File: config.mk
export PLATFORM = sky130hd
export DESIGN_NAME = filter_wheel_serial_responder_flat
export DESIGN_NICKNAME = d
export VERILOG_FILES = /design/src/fwsr_pkg.sv /design/src/fwsr_intf.sv /design/src/fwsr_front.sv /design/src/fwsr_queue.sv /design/src/fwsr_back.sv /design/src/filter_wheel_serial_responder.sv /design/src/flat_wrapper.sv
export VERILOG_INCLUDE_DIRS = /design/src /design/src/src
export SDC_FILE = /design/constraint.sdc
export NUM_CORES = 1
export LEC_CHECK = 0
export BUFFER_PORTS_ARGS = -buffer_cell sky130_fd_sc_hd__buf_4
export CORE_ASPECT_RATIO = 1.25
export CORE_MARGIN = 8
export CORE_UTILIZATION = 45
export CTS_CLUSTER_DIAMETER = 150
export DETAILED_ROUTE_END_ITERATION = 10
export GPL_ROUTABILITY_DRIVEN = 1
export GPL_TIMING_DRIVEN = 0
export PLACE_DENSITY = 0.71
export SLEW_MARGIN = 10
export SYNTH_ARGS = -nofsm -noshare
export SYNTH_HDL_FRONTEND = slang
export SYNTH_SLANG_ARGS = --single-unit
File: constraint.sdc
create_clock -name clk -period 11.4 [get_ports clk]
set_input_delay 3.42 -clock clk [delete_from_list [all_inputs] [get_ports clk]]
set_output_delay 3.42 -clock clk [all_outputs]
set_load 0.05 [all_outputs]
File: src/filter_wheel_serial_responder_assert.svh
`ifndef FILTER_WHEEL_SERIAL_RESPONDER_ASSERT_SVH
`define FILTER_WHEEL_SERIAL_RESPONDER_ASSERT_SVH

// same-cycle implication, reset masked
`define FWSR_ASSERT_NOW(label, ante, cons) \
  label: assert property (@(posedge clk) disable iff (rst) (ante) |-> (cons)) \
    else $error("fwsr assertion failed");

// next-cycle implication, reset masked
`define FWSR_ASSERT_NEXT(label, ante, cons) \
  label: assert property (@(posedge clk) disable iff (rst) (ante) |=> (cons)) \
    else $error("fwsr assertion failed");

`endif

File: src/fwsr_pkg.sv
`timescale 1ns / 1ps
package fwsr_pkg;

  localparam logic [7:0] FRAME_HEADER = 8'hA5;
  localparam logic [7:0] CMD_SELECT   = 8'h01;
  localparam logic [7:0] CMD_STATUS   = 8'h02;
  localparam logic [7:0] CMD_HOME     = 8'h03;
  localparam logic [7:0] RSP_SELECT   = 8'h81;
  localparam logic [7:0] RSP_STATUS   = 8'h82;
  localparam logic [7:0] RSP_HOME     = 8'h83;
  localparam logic [7:0] ASCII_ZERO   = 8'h30;
  localparam logic [1:0] LAST_POS     = 2'd3;

  typedef struct packed {
    logic [7:0] cmd;
    logic [7:0] value;
  } rsp_req_t;

  typedef struct packed {
    logic [1:0] pos;
    logic [3:0] current_slot;
    logic [3:0] target_slot;
  } front_stat_t;

endpackage

File: src/fwsr_intf.sv
`timescale 1ns / 1ps
interface fwsr_rx_if;
  logic       valid;
  logic       ready;
  logic [7:0] rx_byte;
  modport source (output valid, output rx_byte, input ready);
  modport sink (input valid, input rx_byte, output ready);
endinterface

interface fwsr_tx_if;
  logic       valid;
  logic       ready;
  logic [7:0] tx_byte;
  logic       last_of_reply;
  modport source (output valid, output tx_byte, output last_of_reply, input ready);
  modport sink (input valid, input tx_byte, input last_of_reply, output ready);
endinterface

interface fwsr_cfg_if;
  logic       valid;
  logic       ready;
  logic [3:0] slot_count;
  modport source (output valid, output slot_count, input ready);
  modport sink (input valid, input slot_count, output ready);
endinterface

File: src/fwsr_front.sv
`timescale 1ns / 1ps
module fwsr_front
  import fwsr_pkg::*;
(
  input  logic        clk,
  input  logic        rst,
  fwsr_rx_if.sink     rx,
  fwsr_cfg_if.sink    cfg,
  input  logic        room,
  output logic        push,
  output rsp_req_t    push_data,
  output front_stat_t stat
);

  logic [7:0] frame_store [3];
  logic [1:0] pos;
  logic [3:0] current_slot;
  logic [3:0] target_slot;
  logic [3:0] slot_count;

  logic [1:0] pos_next;
  logic [3:0] cur_next;
  logic [3:0] tgt_next;
  logic [3:0] cur_mid;
  logic       accept;
  logic       frame_ok;
  logic [7:0] sum;

  assign cfg.ready = 1'b1;
  assign rx.ready  = (pos != LAST_POS) || room;
  assign accept    = rx.valid && rx.ready;
  assign sum       = frame_store[0] + frame_store[1] + frame_store[2];
  assign frame_ok  = (frame_store[0] == FRAME_HEADER) && (rx.rx_byte == sum);

  assign stat.pos          = pos;
  assign stat.current_slot = current_slot;
  assign stat.target_slot  = target_slot;

  always_comb begin
    pos_next  = pos;
    cur_next  = current_slot;
    tgt_next  = target_slot;
    cur_mid   = current_slot;
    push      = 1'b0;
    push_data = '0;
    if (accept) begin
      if (pos != LAST_POS) begin
        pos_next = pos + 2'd1;
      end else begin
        pos_next = '0;
        if (frame_ok) begin
          unique case (frame_store[1])
            CMD_SELECT: begin
              if ((frame_store[2] >= 8'd1) && (frame_store[2] <= {4'd0, slot_count})) begin
                tgt_next = frame_store[2][3:0];
              end
              push = 1'b1;
              push_data.cmd = RSP_SELECT;
              push_data.value = (current_slot == tgt_next) ? {4'd0, tgt_next} : 8'd0;
            end
            CMD_STATUS: begin
              push = 1'b1;
              push_data.cmd = RSP_STATUS;
              push_data.value = (current_slot == target_slot) ?
                                (ASCII_ZERO + {4'd0, current_slot}) : ASCII_ZERO;
            end
            CMD_HOME: begin
              cur_mid  = 4'd1;
              tgt_next = 4'd1;
              push = 1'b1;
              push_data.cmd = RSP_HOME;
              push_data.value = ASCII_ZERO + {4'd0, slot_count};
            end
            default: begin
            end
          endcase
        end
        // one slot toward target after every frame
        priority if (cur_mid < tgt_next) begin
          cur_next = cur_mid + 4'd1;
        end else if (cur_mid > tgt_next) begin
          cur_next = cur_mid - 4'd1;
        end else begin
          cur_next = cur_mid;
        end
      end
    end
  end

  always_ff @(posedge clk) begin
    if (rst) begin
      pos          <= '0;
      current_slot <= 4'd1;
      target_slot  <= 4'd1;
      slot_count   <= 4'd5;
    end else begin
      pos          <= pos_next;
      current_slot <= cur_next;
      target_slot  <= tgt_next;
      if (cfg.valid && cfg.ready) begin
        slot_count <= cfg.slot_count;
      end
    end
  end

  always_ff @(posedge clk) begin
    if (accept && (pos != LAST_POS)) begin
      frame_store[pos] <= rx.rx_byte;
    end
  end

endmodule

File: src/fwsr_queue.sv
`timescale 1ns / 1ps
module fwsr_queue
  import fwsr_pkg::*;
#(
  parameter int DEPTH = 2
) (
  input  logic     clk,
  input  logic     rst,
  input  logic     push,
  input  rsp_req_t push_data,
  output logic     room,
  input  logic     pop,
  output logic     nonempty,
  output rsp_req_t head
);

  localparam int PW = $clog2(DEPTH);
  localparam int CW = $clog2(DEPTH + 1);
  localparam logic [PW-1:0] LAST = PW'(DEPTH - 1);
  localparam logic [CW-1:0] FULL = CW'(DEPTH);

  rsp_req_t      slots [DEPTH];
  logic [PW-1:0] wr_ptr;
  logic [PW-1:0] rd_ptr;
  logic [CW-1:0] count;

  assign room     = (count != FULL);
  assign nonempty = (count != '0);
  assign head     = slots[rd_ptr];

  always_ff @(posedge clk) begin
    if (rst) begin
      wr_ptr <= '0;
      rd_ptr <= '0;
      count  <= '0;
    end else begin
      if (push) begin
        wr_ptr <= (wr_ptr == LAST) ? '0 : wr_ptr + PW'(1);
      end
      if (pop) begin
        rd_ptr <= (rd_ptr == LAST) ? '0 : rd_ptr + PW'(1);
      end
      if (push && !pop) begin
        count <= count + CW'(1);
      end else if (pop && !push) begin
        count <= count - CW'(1);
      end
    end
  end

  always_ff @(posedge clk) begin
    if (push) begin
      slots[wr_ptr] <= push_data;
    end
  end

endmodule

File: src/fwsr_back.sv
`timescale 1ns / 1ps
module fwsr_back
  import fwsr_pkg::*;
(
  input  logic     clk,
  input  logic     rst,
  input  logic     nonempty,
  input  rsp_req_t head,
  output logic     pop,
  fwsr_tx_if.source tx
);

  logic       busy;
  logic [1:0] idx;
  logic [7:0] cmd;
  logic [7:0] value;
  logic [7:0] csum;
  logic       done;

  assign done = tx.valid && tx.ready && (idx == LAST_POS);
  assign pop  = nonempty && (!busy || done);

  assign tx.valid         = busy;
  assign tx.last_of_reply = (idx == LAST_POS);

  always_comb begin
    unique case (idx)
      2'd0:    tx.tx_byte = FRAME_HEADER;
      2'd1:    tx.tx_byte = cmd;
      2'd2:    tx.tx_byte = value;
      default: tx.tx_byte = csum;
    endcase
  end

  always_ff @(posedge clk) begin
    if (rst) begin
      busy <= 1'b0;
      idx  <= '0;
    end else begin
      if (pop) begin
        busy <= 1'b1;
        idx  <= '0;
      end else if (done) begin
        busy <= 1'b0;
        idx  <= '0;
      end else if (tx.valid && tx.ready) begin
        idx <= idx + 2'd1;
      end
    end
  end

  always_ff @(posedge clk) begin
    if (pop) begin
      cmd   <= head.cmd;
      value <= head.value;
      csum  <= FRAME_HEADER + head.cmd + head.value;
    end
  end

endmodule

File: src/filter_wheel_serial_responder.sv
`timescale 1ns / 1ps
// channel  dir  handshake     payload
// rx       in   valid/ready   rx_byte[7:0]
// tx       out  valid/ready   tx_byte[7:0], last_of_reply
// cfg      in   valid/ready   slot_count[3:0]
//
// rx takes one byte per cycle unless stalled; a good frame's fourth byte
// queues a reply request, which leaves as 4 bytes from the output stage
// rx stalls only on a fourth byte while the request queue is full
// rst is synchronous: position 0, current and target slot 1, slot_count 5
`include "filter_wheel_serial_responder_assert.svh"
module filter_wheel_serial_responder
  import fwsr_pkg::*;
#(
  parameter int QUEUE_DEPTH = 2
) (
  input  logic      clk,
  input  logic      rst,
  fwsr_rx_if.sink   rx,
  fwsr_tx_if.source tx,
  fwsr_cfg_if.sink  cfg
);

  logic        q_push;
  rsp_req_t    q_push_data;
  logic        q_room;
  logic        q_pop;
  logic        q_nonempty;
  rsp_req_t    q_head;
  front_stat_t stat;

  fwsr_front u_front (
    .clk       (clk),
    .rst       (rst),
    .rx        (rx),
    .cfg       (cfg),
    .room      (q_room),
    .push      (q_push),
    .push_data (q_push_data),
    .stat      (stat)
  );

  fwsr_queue #(
    .DEPTH (QUEUE_DEPTH)
  ) u_queue (
    .clk       (clk),
    .rst       (rst),
    .push      (q_push),
    .push_data (q_push_data),
    .room      (q_room),
    .pop       (q_pop),
    .nonempty  (q_nonempty),
    .head      (q_head)
  );

  fwsr_back u_back (
    .clk      (clk),
    .rst      (rst),
    .nonempty (q_nonempty),
    .head     (q_head),
    .pop      (q_pop),
    .tx       (tx)
  );

  `FWSR_ASSERT_NOW(a_push_has_room, q_push, q_room)
  `FWSR_ASSERT_NOW(a_push_on_last_byte, q_push, rx.valid && rx.ready && (stat.pos == LAST_POS))
  `FWSR_ASSERT_NEXT(a_slot_holds_mid_frame, rx.valid && rx.ready && (stat.pos != LAST_POS), $stable(stat.current_slot) && $stable(stat.target_slot))

endmodule
File: src/flat_wrapper.sv
// flat-port wrapper written by rule: the top's interface ports become plain ports
module filter_wheel_serial_responder_flat import fwsr_pkg::*;
#(
  parameter int QUEUE_DEPTH = 2
)
  (clk, rst, rx_valid, rx_rx_byte, rx_ready, tx_valid, tx_tx_byte, tx_last_of_reply, tx_ready, cfg_valid, cfg_slot_count, cfg_ready);
  fwsr_rx_if rx_i ();
  fwsr_tx_if tx_i ();
  fwsr_cfg_if cfg_i ();
  input  logic clk;
  input  logic rst;
  input wire logic [$bits(rx_i.valid)-1:0] rx_valid;
  input wire logic [$bits(rx_i.rx_byte)-1:0] rx_rx_byte;
  output wire logic [$bits(rx_i.ready)-1:0] rx_ready;
  output wire logic [$bits(tx_i.valid)-1:0] tx_valid;
  output wire logic [$bits(tx_i.tx_byte)-1:0] tx_tx_byte;
  output wire logic [$bits(tx_i.last_of_reply)-1:0] tx_last_of_reply;
  input wire logic [$bits(tx_i.ready)-1:0] tx_ready;
  input wire logic [$bits(cfg_i.valid)-1:0] cfg_valid;
  input wire logic [$bits(cfg_i.slot_count)-1:0] cfg_slot_count;
  output wire logic [$bits(cfg_i.ready)-1:0] cfg_ready;
  assign rx_i.valid = rx_valid;
  assign rx_i.rx_byte = rx_rx_byte;
  assign rx_ready = rx_i.ready;
  assign tx_valid = tx_i.valid;
  assign tx_tx_byte = tx_i.tx_byte;
  assign tx_last_of_reply = tx_i.last_of_reply;
  assign tx_i.ready = tx_ready;
  assign cfg_i.valid = cfg_valid;
  assign cfg_i.slot_count = cfg_slot_count;
  assign cfg_ready = cfg_i.ready;
  filter_wheel_serial_responder #(.QUEUE_DEPTH(QUEUE_DEPTH)) u_core (.clk(clk), .rst(rst), .rx(rx_i), .tx(tx_i), .cfg(cfg_i));
endmodule
==> results of run 1 <==
## how the worst max path moves through the flow
stage | from | end | slack, ns | depth (start not counted)
2_1_floorplan | rx_rx_byte[6] | u_core.u_front.current_slot[2] | 4.66 | 13
3_3_place_gp | rx_rx_byte[0] | u_core.u_front.current_slot[2] | 3.92 | 15
3_5_place_dp | rx_rx_byte[2] | u_core.u_front.current_slot[1] | 3.89 | 15
4_1_cts | rx_rx_byte[2] | u_core.u_front.current_slot[2] | 4.20 | 15
5_1_grt | rx_rx_byte[2] | u_core.u_front.current_slot[1] | 3.88 | 15
6_report | rx_rx_byte[2] | u_core.u_front.current_slot[2] | 4.18 | 15
## synthesized netlist by cell type, types with 2 or more instances
library cell / n
nand3_1: 13
a22oi_1: 7
nor2b_1: 6
or3_1: 3
or2_2: 2
ha_1: 25
o2111ai_1: 2
and4_1: 2
o21a_1: 2
nor2_1: 28
inv_1: 29
o211ai_1: 3
dfxtp_1: 22
fa_1: 9
clkbuf_1: 10
nor4_2: 2
edfxtp_1: 52
nor4_1: 4
a31oi_1: 2
a21oi_1: 25
nand4_1: 4
a2111oi_0: 2
nor3_1: 10
xor2_1: 11
mux2_2: 6
o21ai_0: 13
a21o_1: 3
and2_1: 6
nand2_1: 33
nand3b_1: 2
nand2b_1: 5
and3_1: 5
mux2i_1: 12
a211oi_1: 4
xnor2_1: 15
## layer usage
layer	vias to the layer above	GRT usage [%]	part of all wire [%]
li1	1537	-	-
met1	1471	13.5	39
met2	53	26.4	55
met3	15	2.77	3.7
met4	0	6.41	2.3
met5	-	0	0
## flip-flops by register name, summed over array words and instances (netlist names), 4 cells and up, named ones only
name and count:
u_core.u_front.frame_store 24, u_core.u_queue.slots 14, u_core.u_back.csum 8, u_core.u_back.value 4
u_core.u_front.current_slot 4, u_core.u_front.slot_count 4, u_core.u_front.target_slot 4
## layout make-up
class | count | area [µm²] | share of cell area (%)
buffer | 11 | 45.0 | 0.907
clock buffer | 13 | 283 | 5.69
clock inverter | 3 | 20.0 | 0.403
inverter | 29 | 109 | 2.19
multi-input combinational | 290 | 2160 | 43.6
sequential | 74 | 2000 | 40.3
tap | 126 | 158 | 3.17
timing repair buffer | 25 | 188 | 3.78
## where the power goes
| group | total, mW | switching [mW] | internal, mW |
|---|---|---|---|
| clock network | 0.277 | 0.103 | 0.174 |
| logic | 0.143 | 0.0913 | 0.0515 |
| registers | 0.328 | 0.0128 | 0.315 |
| total | 0.747 | 0.207 | 0.540 |
## per-stage QoR
step           std cells  power, mW  util, %
2_1_floorplan        404      0.439        -
3_3_place_gp         555      0.473     49.3
3_5_place_dp         555      0.478     49.3
4_1_cts              571      0.755     52.5
5_1_grt              571      0.782     52.5
6_report             571      0.747     52.5
## cells by family after synthesis
logic type / share of synthesized area (%)
xor gates and xnor gates: 5.80
buffers and inverters: 3.57
other: 0.0869
muxes: 4.70
and+or+nand+nor: 15.7
AOI/OAI and AO/OA: 12.4
DFF: 46.4
adders and majority gates: 11.4
## critical path: stages
cell and delay [ns]:
buf_4 0.13, xor2_1 0.14, nor3_1 0.24, and4_1 0.25, o2111ai_1 0.19, nor3_1 0.76, nor2b_1 0.15, ha_1 0.37
nand4_1 0.09, o41a_1 0.34, a311oi_2 0.41, a221oi_2 0.22, mux2_4 0.35, o32a_1 0.33, o21ai_0 0.07
==> reports/summary.json, run 1 <==
{
  "sta": {
    "report.final.hold_viol_count": 0,
    "finalMaxSlewViolations": 0,
    "grt_setup_unrepaired": "no",
    "max_freq_ghz": 0.139,
    "skew_ns": 0.00875,
    "setup_viol": 0,
    "final.period_utilization_pct": 63.3,
    "fin_ws_ns": 4.18,
    "worst_slew_pin_slew_ns": 0.858,
    "timing.final.crit_period_ns": 7.22,
    "setup-tns-final_ns": 0,
    "whs_ns": 0.503,
    "max_slew_margin_pct": 42.4
  },
  "clock_network": {
    "ctsLongestPathBuffers": 2,
    "post_cts_buffers": 0,
    "cts-resized-gates": 0,
    "cts_tree": "done",
    "clkTransAtPathRegs_ns": 0.06,
    "htree_levels": 3,
    "cts_inserted_buffers": 9,
    "cts.sink_count": 74,
    "holdBufCountCts": 0,
    "clockRootBuffer": "clkbuf_16",
    "clk-insertion-delay-late_ns": 0.33
  },
  "placement": {
    "place_worst_setup_slack_ns": 3.89,
    "port-buffer-count": 25,
    "detailed_place_hpwl_um": 6720,
    "gpl_wtd_cong": 0.884,
    "placed_instance_area_mm2": 0.00466
  },
  "grt": {
    "total_global_route_track_usage_pct": 13.7,
    "grt_start_max_net_pins": 19,
    "grt_pass1_vias": 3229,
    "grt.overflow.total": 0,
    "grt_pass1_wl_um": 14700,
    "grt_antenna_before_repair": 0
  },
  "logic_synthesis": {
    "synth_enable_flop_cells": 52,
    "yosysTopAreaCellShare_pct": 36.2,
    "post_synth_main_area_contributors": "edfxtp_1, dfxtp_1, ha_1",
    "ys.flop_type": "edfxtp_1",
    "synthesis.area_mm2": 0.00432,
    "synthArstFlopShare_pct": 0,
    "synth_area_per_cell_um2": 10.7,
    "ys_ff_latch": 74,
    "mapped_nets": 455,
    "synth_top_area_cell": "edfxtp_1",
    "yosys_warnings": 0,
    "syn-instance-count": 404,
    "synth_seq_area_share_pct": 46.4,
    "ys_types": 60
  },
  "finish": {
    "fin_area_mm2": 0.00497,
    "fill_cells": 846,
    "insertedDiodeCount": 0,
    "mostFrequentLayoutCells": "edfxtp_1, nand2_1, inv_1, nor2_1, buf_4",
    "area.growth.synth_to_final_pct": 15.1,
    "design.final.nets": 491,
    "drive_gt1_share_pct": 13.0,
    "layout_commonest_cell": "edfxtp_1"
  },
  "route": {
    "detailedRoute.firstPassIterationCount": 4,
    "via_count": 3076,
    "wire_per_inst_um": 14.8,
    "final_antenna_net_count": 0,
    "via_per_inst": 5.39,
    "finalWirelength_um": 8470,
    "first_iter_violations": 179,
    "drc_errors": 0
  },
  "status": {
    "status": "completed"
  },
  "min_path": {
    "min_path_cells": 2,
    "hp-start": "u_core.u_front.pos[1]",
    "worstHoldPathType": "flip-flop to flip-flop",
    "whs_endpoint": "u_core.u_front.pos[1]"
  },
  "floorplan": {
    "initial_core_util_pct": 45.6,
    "die_h_um": 125,
    "die_boundary_width_um": 104,
    "design.core.area_mm2": 0.00946,
    "floorplan.die_area_mm2": 0.0130,
    "io-pin-count": 29,
    "fp-row-count": 40
  },
  "setup_path": {
    "ff2ff_setup_slack_ns": 5.69,
    "timing.critical_path.required_ns": 11.65,
    "worstReg2RegEnd": "u_core.u_front.current_slot[2]",
    "reg2reg_from": "u_core.u_front.frame_store[1][1]",
    "cp.arrival_ns": 7.47,
    "reg2regPathDepth": 17,
    "startpoint_type": "input port",
    "highest_fanout_seen_on_the_critical_path": 9,
    "critPathCaptureType": "flip-flop",
    "critPathKind": "input port to flip-flop"
  },
  "power": {
    "pwr_density_cell_mw_per_mm2": 150,
    "ir_drop_mv": 0.0779,
    "cellLeakagePower_nw": 1.81
  },
  "run": {
    "max_cap_violations": 0
  }
}
No activity file was read; power rests on OpenSTA's default activity.
==> run 2, diff against run 1 <==
- ABC_AREA: unset -> 1
- clock period: 11.4 -> 7.46 ns (I/O delays scaled with it)
==> run 2 against run 1 <==
Power rose by 86%. Sequential cell count did not move. Sequential power rose by 67%. Sequential share of layout area fell by 1.7 points. Synthesized cell count rose by 28%. Critical endpoint is now u_core.u_queue.count[1].
==> reports/summary.json, run 2 <==
{
  "status": {
    "status": "completed"
  },
  "floorplan": {
    "die_h_um": 127,
    "io-pin-count": 29,
    "fp-row-count": 40,
    "design.core.area_mm2": 0.00966,
    "initial_core_util_pct": 46.3,
    "die_boundary_width_um": 105,
    "floorplan.die_area_mm2": 0.0134
  },
  "logic_synthesis": {
    "yosys.cell_count.top_type": "nand2_1",
    "synth_area_per_cell_um2": 8.66,
    "synth_common_cells": "nand2_1, inv_1, edfxtp_1, nor2_1, a21oi_1",
    "synthesis.area_mm2": 0.00447,
    "ys.flop_type": "edfxtp_1",
    "ys_types": 42,
    "yosysTopAreaCellShare_pct": 34.9,
    "synth_seq_area_share_pct": 44.8,
    "post_synth_main_area_contributors": "edfxtp_1, dfxtp_1, nand2_1",
    "yosys_warnings": 0,
    "mapped_nets": 567,
    "synth_enable_flop_cells": 52,
    "ys_ff_latch": 74,
    "syn-instance-count": 516,
    "synth_top_area_cell": "edfxtp_1",
    "synthArstFlopShare_pct": 0
  },
  "route": {
    "wire_per_inst_um": 13.5,
    "final_antenna_net_count": 0,
    "finalWirelength_um": 9260,
    "detailedRoute.firstPassIterationCount": 4,
    "via_per_inst": 5.09,
    "first_iter_violations": 193,
    "drc_errors": 0,
    "via_count": 3482
  },
  "sta": {
    "grt_setup_unrepaired": "no",
    "finalMaxSlewViolations": 0,
    "setup-tns-final_ns": 0,
    "worst_slew_pin_slew_ns": 0.814,
    "max_slew_margin_pct": 45.5,
    "report.final.hold_viol_count": 0,
    "skew_ns": 0.00698,
    "max_freq_ghz": 0.233,
    "timing.final.crit_period_ns": 4.30,
    "final.period_utilization_pct": 57.6,
    "setup_viol": 0
  },
  "clock_network": {
    "cts_tree": "done",
    "htree_levels": 3,
    "clockRootBuffer": "clkbuf_16",
    "cts_inserted_buffers": 9,
    "post_cts_buffers": 0,
    "ctsLongestPathBuffers": 2,
    "holdBufCountCts": 0,
    "cts.sink_count": 74,
    "clkTransAtPathRegs_ns": 0.06,
    "clk-insertion-delay-late_ns": 0.33,
    "cts-resized-gates": 0
  },
  "grt": {
    "grt.overflow.total": 0,
    "grt_antenna_before_repair": 0,
    "grt_pass1_wl_um": 15700,
    "grt_pass1_vias": 3521,
    "grt_start_max_net_pins": 18,
    "total_global_route_track_usage_pct": 14.5
  },
  "placement": {
    "port-buffer-count": 26,
    "gpl_wtd_cong": 0.908,
    "detailed_place_hpwl_um": 7410,
    "placed_instance_area_mm2": 0.00482
  },
  "finish": {
    "design.final.nets": 604,
    "fin_area_mm2": 0.00519,
    "mostFrequentLayoutCells": "nand2_1, inv_1, edfxtp_1, nor2_1, a21oi_1",
    "reg.largest.list": "u_core.u_front.frame_store x24, u_core.u_queue.slots x14, u_core.u_back.csum x8",
    "insertedDiodeCount": 0,
    "largest_reg_flops": 24,
    "area.growth.synth_to_final_pct": 16.1,
    "largest-register": "u_core.u_front.frame_store",
    "layout_commonest_cell": "nand2_1",
    "drive_gt1_share_pct": 13.4
  },
  "setup_path": {
    "cell_with_the_most_instances_on_the_worst_path": "nand2_1",
    "cp.arrival_ns": 4.52,
    "critPathCaptureType": "flip-flop",
    "critical_path.cell_chain": "buf_4, xor2_1, inv_1, nand2_1, nand2_1, nand2_1, nand2_2, and2_1, nand2_1, nor2_1, o21ai_1, inv_1, ha_1, a21oi_1, o21ai_0, o21ai_0, a21oi_1",
    "critical_path.slowest_cell": "ha_1",
    "max_stage_delay_ns": 0.34,
    "startpoint_type": "input port",
    "highest_fanout_seen_on_the_critical_path": 9,
    "timing.critical_path.required_ns": 7.68,
    "ff2ff_setup_slack_ns": 3.41,
    "path_delay_family": "compound AO/OA/AOI/OAI gates",
    "critPathKind": "input port to flip-flop",
    "cp.buffers_inverters": 3
  },
  "power": {
    "pwr_density_cell_mw_per_mm2": 267,
    "ir_drop_mv": 0.207,
    "cellLeakagePower_nw": 2.32,
    "p_sw_share_pct": 28.7,
    "internal-power_mw": 0.988,
    "p_switching_mw": 0.399,
    "portion_of_total_power_attributed_to_sequential_cells_pct": 39.5,
    "relative_contribution_of_the_clock_network_to_total_power_pct": 37.7,
    "power.share.combinational_pct": 22.8
  },
  "run": {
    "max_cap_violations": 0
  },
  "min_path": {
    "worstHoldPathType": "flip-flop to flip-flop"
  }
}
## run 2: cell types whose count changed in the layout (fill, tap and decap cells not counted), sizes merged, moves of 6 or more
cell / delta
nand2: +88
inv: +61
o21ai: +18
nor2: +17
nand3: +15
clkbuf: -11
mux2i: -11
a21oi: +10
xnor2: -7
a22oi: -6
nor2b: -6
## run 2: worst paths after layout
kind / start / to / depth (start not counted)
max: rx_rx_byte[7] / u_core.u_queue.count[1] / 17
min: u_core.u_queue.rd_ptr / flip-flop / 1
max reg2reg: u_core.u_front.frame_store[2][1] / u_core.u_queue.count[1] / 17
min reg2reg: u_core.u_queue.rd_ptr / flip-flop / 1
## run 2: cell type report
cell class,instances,area [µm²]
Clock inverter,7,141
Sequential cell,74,2000
Clock buffer,9,225
Timing Repair Buffer,26,195
Fill cell,873,4470
Buffer,6,35.0
Multi-Input combinational cell,345,2090
Tap cell,126,158
Inverter,91,342
## run 2: worst register-to-register path: stages, from the launching register on
cell,delay [ns]
edfxtp_1,0.47
fa_1,0.52
ha_1,0.27
fa_1,0.47
nand3_1,0.14
nand4_1,0.16
a21oi_1,0.29
nor2_4,0.09
and2_1,0.16
nand2_1,0.05
nor2_1,0.04
o21ai_1,0.32
inv_1,0.17
ha_1,0.34
a21oi_1,0.12
o21ai_0,0.11
o21ai_0,0.16
a21oi_1,0.05
## run 2: layer usage
metal	up-vias	track usage (%)	routed length (µm)
met5	-	0	0
met4	0	7.15	246
met3	21	2.97	306
met2	72	28.2	5060
met1	1643	14.1	3640
li1	1746	-	-
## run 2: cell families after synthesis
kind of cell	after synthesis	synth area share, %
adders and majority gates	34	11.0
buffers and inverters	97	8.42
AOI/OAI and AO/OA	73	8.62
DFF	74	44.8
muxes	4	0.980
other	1	0.0839
and+or+nand+nor	216	22.8
xor gates and xnor gates	17	3.33
## run 2: through the flow
stage	total power, mW	cells	util [%]	setup WS (ns)	hold slack (ns)
after global placement	0.858	668	49.9	2.89	0.436
after CTS	1.40	684	53.7	3.18	0.484
after floorplan	0.789	516	-	2.97	0.426
after detailed placement	0.873	668	49.9	2.84	0.464
final	1.39	684	53.7	3.16	0.480
after global routing	1.46	684	53.7	2.83	0.511
## run 2: power groups by stage
| stage | sequential [mW] | combinational [mW] | clock, mW |
|---|---|---|---|
| after floorplan | 0.558 | 0.232 | 0 |
| after global placement | 0.555 | 0.303 | 0 |
| after detailed placement | 0.557 | 0.316 | 0 |
| after CTS | 0.549 | 0.319 | 0.530 |
| after global routing | 0.555 | 0.359 | 0.543 |
| final | 0.548 | 0.316 | 0.522 |
